File: src/rtl/core/tilp_pkg.sv
// ----------------------------------------------------------------------------
// tilp_pkg
// Shared types and constants of the task/ISR load profiler.
// ----------------------------------------------------------------------------
package tilp_pkg;

    localparam int TASK_COUNT_DEF = 16;
    localparam int ISR_COUNT_DEF  = 16;

    localparam int DVD_W = 40;   // value*100 fits in 39 bits
    localparam int DVS_W = 32;

    localparam logic [1:0] MODE_ENTER = 2'd0;
    localparam logic [1:0] MODE_EXIT  = 2'd1;
    localparam logic [1:0] MODE_TRIG  = 2'd2;

    typedef enum logic [2:0] {
        REC_ENTER = 3'd0,
        REC_EXIT  = 3'd1,
        REC_ENTRY = 3'd2,
        REC_SINCE = 3'd3,
        REC_LAST  = 3'd4,
        REC_BASE  = 3'd5
    } t_rec;

    typedef enum logic [2:0] {
        DIV_EV_TICKS,
        DIV_TR_TICKS,
        DIV_ENTRY,
        DIV_TASK_ALL,
        DIV_ISR_ALL,
        DIV_TASK_PER,
        DIV_ISR_PER
    } t_div_sel;

    typedef enum logic [4:0] {
        S_IDLE, S_DEC, S_EN_WR, S_EX_GO, S_EX_W, S_EX_WR, S_BASE,
        S_TR_GO, S_TR_W, S_LP_RD, S_LP_GO, S_LP_W, S_LP_WR,
        S_SA_GO, S_SA_W, S_SB_GO, S_SB_W, S_S3,
        S_SC_GO, S_SC_W, S_SD_GO, S_SD_W, S_S4
    } t_state;

    typedef struct packed {
        logic     accept;
        logic     rd_ev;
        logic     rd_loop;
        logic     div_go;
        t_div_sel div_sel;
        logic     wr_enter;
        logic     wr_exit;
        logic     wr_loop;
        logic     base_set;
        logic     tr_upd;
        logic     lat_tl;
        logic     lat_il;
        logic     emit;
        t_rec     rec;
        logic     last;
    } t_cmd;

    typedef struct packed {
        logic [1:0] mode;
        logic       id_ok;
        logic       baseline;
        logic       div_done;
        logic       loop_end;
    } t_stat;

endpackage

File: src/rtl/core/tilp_ctrl.sv
// ----------------------------------------------------------------------------
// tilp_ctrl
// Sequencer for enter, exit and trigger requests.
// ----------------------------------------------------------------------------
module tilp_ctrl (
    input  logic            i_clk,
    input  logic            i_rst_n,
    input  logic            start,
    output logic            busy,
    input  tilp_pkg::t_stat i_stat,
    output tilp_pkg::t_cmd  o_cmd
);
    import tilp_pkg::*;

    t_state r_state, n_state;

    always_ff @(posedge i_clk) begin
        if (!i_rst_n) begin
            r_state <= S_IDLE;
        end else begin
            r_state <= n_state;
        end
    end

    always_comb begin
        n_state = r_state;
        case (r_state)
            S_IDLE:  if (start) n_state = S_DEC;
            S_DEC: begin
                if ((i_stat.mode == MODE_ENTER) && i_stat.id_ok) begin
                    n_state = S_EN_WR;
                end else if ((i_stat.mode == MODE_EXIT) && i_stat.id_ok) begin
                    n_state = S_EX_GO;
                end else if (i_stat.mode == MODE_TRIG) begin
                    n_state = i_stat.baseline ? S_TR_GO : S_BASE;
                end else begin
                    n_state = S_IDLE;
                end
            end
            S_EN_WR: n_state = S_IDLE;
            S_EX_GO: n_state = S_EX_W;
            S_EX_W:  if (i_stat.div_done) n_state = S_EX_WR;
            S_EX_WR: n_state = S_IDLE;
            S_BASE:  n_state = S_IDLE;
            S_TR_GO: n_state = S_TR_W;
            S_TR_W:  if (i_stat.div_done) n_state = S_LP_RD;
            S_LP_RD: n_state = S_LP_GO;
            S_LP_GO: n_state = S_LP_W;
            S_LP_W:  if (i_stat.div_done) n_state = S_LP_WR;
            S_LP_WR: n_state = i_stat.loop_end ? S_SA_GO : S_LP_RD;
            S_SA_GO: n_state = S_SA_W;
            S_SA_W:  if (i_stat.div_done) n_state = S_SB_GO;
            S_SB_GO: n_state = S_SB_W;
            S_SB_W:  if (i_stat.div_done) n_state = S_S3;
            S_S3:    n_state = S_SC_GO;
            S_SC_GO: n_state = S_SC_W;
            S_SC_W:  if (i_stat.div_done) n_state = S_SD_GO;
            S_SD_GO: n_state = S_SD_W;
            S_SD_W:  if (i_stat.div_done) n_state = S_S4;
            S_S4:    n_state = S_IDLE;
            default: n_state = S_IDLE;
        endcase
    end

    always_comb begin
        o_cmd         = '0;
        o_cmd.div_sel = DIV_EV_TICKS;
        o_cmd.rec     = REC_ENTER;
        case (r_state)
            S_IDLE:  o_cmd.accept = start;
            S_DEC:   o_cmd.rd_ev  = 1'b1;
            S_EN_WR: begin
                o_cmd.wr_enter = 1'b1;
                o_cmd.emit     = 1'b1;
                o_cmd.rec      = REC_ENTER;
                o_cmd.last     = 1'b1;
            end
            S_EX_GO: begin
                o_cmd.div_go  = 1'b1;
                o_cmd.div_sel = DIV_EV_TICKS;
            end
            S_EX_WR: begin
                o_cmd.wr_exit = 1'b1;
                o_cmd.emit    = 1'b1;
                o_cmd.rec     = REC_EXIT;
                o_cmd.last    = 1'b1;
            end
            S_BASE: begin
                o_cmd.base_set = 1'b1;
                o_cmd.emit     = 1'b1;
                o_cmd.rec      = REC_BASE;
                o_cmd.last     = 1'b1;
            end
            S_TR_GO: begin
                o_cmd.div_go  = 1'b1;
                o_cmd.div_sel = DIV_TR_TICKS;
            end
            S_TR_W:  o_cmd.tr_upd = i_stat.div_done;
            S_LP_RD: o_cmd.rd_loop = 1'b1;
            S_LP_GO: begin
                o_cmd.div_go  = 1'b1;
                o_cmd.div_sel = DIV_ENTRY;
            end
            S_LP_WR: begin
                o_cmd.wr_loop = 1'b1;
                o_cmd.emit    = 1'b1;
                o_cmd.rec     = REC_ENTRY;
            end
            S_SA_GO: begin
                o_cmd.div_go  = 1'b1;
                o_cmd.div_sel = DIV_TASK_ALL;
            end
            S_SA_W:  o_cmd.lat_tl = i_stat.div_done;
            S_SB_GO: begin
                o_cmd.div_go  = 1'b1;
                o_cmd.div_sel = DIV_ISR_ALL;
            end
            S_SB_W:  o_cmd.lat_il = i_stat.div_done;
            S_S3: begin
                o_cmd.emit = 1'b1;
                o_cmd.rec  = REC_SINCE;
            end
            S_SC_GO: begin
                o_cmd.div_go  = 1'b1;
                o_cmd.div_sel = DIV_TASK_PER;
            end
            S_SC_W:  o_cmd.lat_tl = i_stat.div_done;
            S_SD_GO: begin
                o_cmd.div_go  = 1'b1;
                o_cmd.div_sel = DIV_ISR_PER;
            end
            S_SD_W:  o_cmd.lat_il = i_stat.div_done;
            S_S4: begin
                o_cmd.emit = 1'b1;
                o_cmd.rec  = REC_LAST;
                o_cmd.last = 1'b1;
            end
            default: ;
        endcase
    end

    assign busy = (r_state != S_IDLE);
endmodule
File: config.mk
export PLATFORM = sky130hd
export DESIGN_NAME = tilp_ctrl
export DESIGN_NICKNAME = d
export VERILOG_FILES = /design/src/rtl/core/tilp_pkg.sv /design/src/rtl/core/tilp_ctrl.sv
export SDC_FILE = /design/constraint.sdc
export NUM_CORES = 1
export LEC_CHECK = 0
export BUFFER_PORTS_ARGS = -buffer_cell sky130_fd_sc_hd__buf_2
export CORE_ASPECT_RATIO = 1.25
export CORE_MARGIN = 2
export CORE_UTILIZATION = 40
export DETAILED_ROUTE_END_ITERATION = 6
export PLACE_DENSITY = 0.67
export RECOVER_POWER = 100
export SLEW_MARGIN = 40
export SYNTH_ARGS = -nofsm -noshare
export SYNTH_HDL_FRONTEND = slang
export SYNTH_SLANG_ARGS = --single-unit
export TNS_END_PERCENT = 1
File: constraint.sdc
create_clock -name i_clk -period 2 [get_ports i_clk]
set_input_delay 0.2 -clock i_clk [delete_from_list [all_inputs] [get_ports i_clk]]
set_output_delay 0.2 -clock i_clk [all_outputs]
set_load 0.005 [all_outputs]
* Word-level counts from Yosys, hierarchy flattened
Index checks and enable logic that the tools add are counted.
** Storage, ports and cells
- Register bits after elaboration :: 5
- Output and inout bits :: 20
- Word-level logic and storage cells :: 69
** Cells by class
- Equality and inequality tests :: 32
- Muxes and demuxes :: 27
- Reductions and logical operators :: 9
** Operator list (count)
- case mux 5 bit (19 select lines) :: 1
- equality test 5 x 4 -> 1 bit (second input constant) :: 8
- 2-to-1 mux 5 bit :: 8
- equality test 5 bit (second input constant) :: 7
- case mux 4 bit (7 select lines) :: 1
- case mux 4 bit (6 select lines) :: 1
- equality test 5 x 3 -> 1 bit (second input constant) :: 4
- inequality test 2 bit (second input constant) :: 8
- 2-to-1 mux 1 bit :: 12
- 2-to-1 mux 3 bit :: 4
- equality test 5 x 2 -> 1 bit (second input constant) :: 2
- AND reduction 8 bit :: 1
- equality test 5 x 1 -> 1 bit (second input constant) :: 1
- logical NOT 5 bit :: 1
- nonzero test 5 bit :: 1
- OR reduction 2 bit :: 2
- OR reduction 4 bit :: 1
- equality test 2 x 1 -> 1 bit (second input constant) :: 1
- equality test 2 bit (second input constant) :: 1
- logical AND 1 bit :: 2
- logical NOT 2 bit :: 1

* Longest topological paths before layout
- Depth in word-level cells :: 5
- Gate-level depth with buffers :: 7
- Depth with buffers taken out :: 5

* Worst setup path before layout
No wires, ideal clock.
- Path kind :: register -> register
- Start :: reg r_state[0]
- End :: reg r_state[0]
- Setup time :: 138 ps
- Data arrival time :: 1451 ps
- Data required time :: 1862 ps
- Setup slack :: 411 ps
- Stages on the path, launching flop included :: 7
- Period minus slack after synthesis :: 1589 ps
- Path through :: dfxtp_1 -> buf_4 -> xnor2_1 -> a2111oi_1 -> o32ai_1 -> a211oi_1 -> a211oi_1
** Between the ends
- Word-level cells in the longest chain between the ends :: 3
** Ends and longest elaborated chain
- start, declared :: RTL line tilp_ctrl.sv:15 : t_state r_state, n_state;
- start signal, assigned :: RTL line tilp_ctrl.sv:21 : r_state <= n_state;
- equality test 5 x 3 -> 1 bit, or another cell as far along :: RTL line tilp_ctrl.sv:27 : case (r_state)
- inequality test 2 bit (no line)
- AND reduction 8 bit (no line)
Parallel ways exist; a longest one is shown, timed or not.
A chain may end at the register's enable or synchronous reset.

==> impl_metrics.env <==
export IMPL_netlist_area_leader_share=0.134
export IMPL_hpwl_um=1630
export IMPL_period_needed_ns=1.83
export IMPL_status="finished, final reports clean"
export IMPL_port_buffers=28
export IMPL_worst_pin_slew_ns=0.423
export IMPL_synth_cell_types=42
export IMPL_path_max_fanout=9
export IMPL_ant_nets=0
export IMPL_syn_avg_cell_area_um2=6.71
export IMPL_grt_usage=0.206
export IMPL_path_class="reg -> out"
export IMPL_antennaDiodeCount=0
export IMPL_yosysMostFrequentCell="nor2_1"
export IMPL_path_cells="buf_4, or3b_1, nor3_1, clkbuf_1"
export IMPL_yosysTopAreaCell="dfxtp_1"
export IMPL_cap_viol_max_count=0
export IMPL_p_total_uw=501
export IMPL_ys_seq_area_frac=0.134
export IMPL_start_util=0.422
export IMPL_ys_top_cells_by_area="dfxtp_1 (13%), nor2_1 (8.1%), nand2_1 (5.0%)"
export IMPL_crit_slowest_cell="dfxtp_1"
export IMPL_cts_tree="yes"
export IMPL_cp_required_ns=1.80
export IMPL_area_growth_pct=24.7
export IMPL_synth_edf_count=0
export IMPL_grt_pass1_vias=823
export IMPL_grt_max_degree=22
export IMPL_yosys_top_cells_count="nor2_1 (16), nand2_1 (10)"
export IMPL_gp_congestion=0.850
export IMPL_reg2reg_slack_ns=0.20
export IMPL_top_level_ports=29
export IMPL_power_leakage_uw=0.000398
export IMPL_arrival_ns=1.63
export IMPL_grt_overflow=0
export IMPL_vias=945
export IMPL_rsz0062_at_grt="no"
export IMPL_crit_buf_inv=2
export IMPL_drt_wirelength_per_cell_um=14.1
export IMPL_relSlewSlack=0.714
export IMPL_hold_path_class="in -> reg"
export IMPL_critPathLaunchType="flop"
export IMPL_fin_nets=150
export IMPL_ys_seq_elements=5
export IMPL_coreArea_um2=1770
export IMPL_synthArstFlopShare=0
export IMPL_clkSlewWorstSetupHoldPaths_ns=0.04
export IMPL_via_per_inst=5.94
export IMPL_top_regs="r_state x5"
export IMPL_insertion_delay_ns=0.24
export IMPL_setup_violations_final=0
export IMPL_yosys_warnings=0
export IMPL_regToRegStartpoint="r_state[3]"
export IMPL_cts_hold_buffers=0
export IMPL_cts_buffers_inserted=3
export IMPL_cp_top_family="simple AND/OR/NAND/NOR gates"
export IMPL_max_freq_ghz=0.548
export IMPL_root_buffer="clkbuf_4"
export IMPL_antenna_found_initial=0
export IMPL_syn_area_um2=744
export IMPL_syn_nets=120
export IMPL_power_density_nw_per_um2=540
export IMPL_dr_first_iter_drc_count=19
export IMPL_fin_setup_tns_ns=0
export IMPL_clock_sinks=5
export IMPL_largest_register="r_state"
export IMPL_peakVddDrop_uv=238
export IMPL_end_kind="primary output"
export IMPL_setup_worst_path_start="r_state[2]"
export IMPL_synth_flop_cell="dfxtp_1"
export IMPL_largest_reg_flops=5
export IMPL_die_w_um=42.6
export IMPL_drv_slew=0
export IMPL_die_area_um2=2220
export IMPL_drive_gt1_frac=0.243
export IMPL_min_from="i_rst_n"
export IMPL_wl_um=2250
export IMPL_drc_errors=0
export IMPL_cts_buffer_depth=2
export IMPL_h_tree_depth=1
export IMPL_die_h_um=52.2
export IMPL_slowest_delay_ns=0.39
export IMPL_grt_pass1_wl_um=3580
export IMPL_finalClockSkew_ns=0.000187
export IMPL_finalHoldViolCount=0
export IMPL_fin_crit_sh=0.913
export IMPL_drt_first_pass_iters=4
export IMPL_multiInputGateArea_um2=578
export IMPL_netlist_instances=111
export IMPL_fill_cells=183
export IMPL_row_count=17
export IMPL_regArea_um2=103
-- cells by family (layout without fill, tap and decap cells) --
kind of cell,Yosys count,after routing,synth area share
multiplexers,1,1,0.0134
AO/OA/AOI/OAI,29,29,0.291
flip-flops,5,5,0.134
AND/OR/NAND/NOR,57,57,0.408
buffers and inverters,15,44,0.106
XOR/XNOR,4,4,0.0471
-- cell usage in the layout (no fill, tap or decap), types with 2 or more instances in the layout --
cell type | netlist | final
nor2b_1 | 5 | 5
o21ai_0 | 4 | 4
dfxtp_2 | 0 | 2
a31oi_1 | 3 | 3
a221o_1 | 2 | 2
o21a_1 | 3 | 3
nor4b_1 | 3 | 3
and3_1 | 3 | 3
nand2_1 | 10 | 10
nand3b_1 | 2 | 2
o22ai_1 | 2 | 2
dfxtp_1 | 5 | 3
clkbuf_1 | 5 | 11
o21bai_1 | 2 | 2
xnor2_1 | 3 | 3
buf_2 | 3 | 16
inv_1 | 2 | 3
a211oi_1 | 2 | 2
buf_4 | 1 | 6
o211a_1 | 2 | 2
nor2_1 | 16 | 16
nand3_1 | 3 | 3
a21oi_1 | 2 | 2
nand2b_1 | 3 | 3
clkbuf_2 | 0 | 4
clkbuf_4 | 0 | 3
nor3_1 | 5 | 5
-- metrics by stage --
stage | hold slack [ns] | cells | utilization | instance area, µm² | setup WS [ns]
floorplan | 0.339 | 111 | - | 744 | 0.411
CTS | 0.223 | 159 | 0.528 | 932 | 0.0600
finish | 0.224 | 159 | 0.526 | 928 | 0.174
global placement | 0.475 | 155 | 0.512 | 905 | 0.248
global route | 0.312 | 159 | 0.526 | 928 | 0.0502
detailed placement | 0.470 | 155 | 0.512 | 905 | 0.185
-- metal layers --
layer	global-route usage	wire length, µm
met3	0.0207	152
met2	0.379	1150
met1	0.247	921
met5	0	0
met4	0.0677	22
-- what timing repair did --
action	in CTS	in global routing
setup endpoints to repair	1	3
resized for setup	1	3
buffers inserted	0	0
-- cell type report --
class	instances	area share
timing repair buffer	36	0.197
sequential	5	0.111
tap	19	0.0256
inverter	4	0.0162
clock buffer	4	0.0283
multi-input combinational	91	0.623
-- final timing paths --
| check | endpoint | cells past startpoint |
|---|---|---|
| min | r_state[1] | 3 |
| min reg2reg | r_state[1] | 2 |
| max reg2reg | r_state[0] | 5 |
| max | o_cmd[17] | 4 |
-- where the power goes --
group          switching [µW]  leakage, µW  internal [µW]  total (µW)
logic                     138     0.000342            109         247
registers                31.5    0.0000414            111         143
clock network            37.1    0.0000150           75.1         112
-- worst min-delay path, stage by stage --
cell and delay (ns):
buf_2 0.09, nand3_1 0.06, o21ai_0 0.07
(Power assumes the default switching activity.)
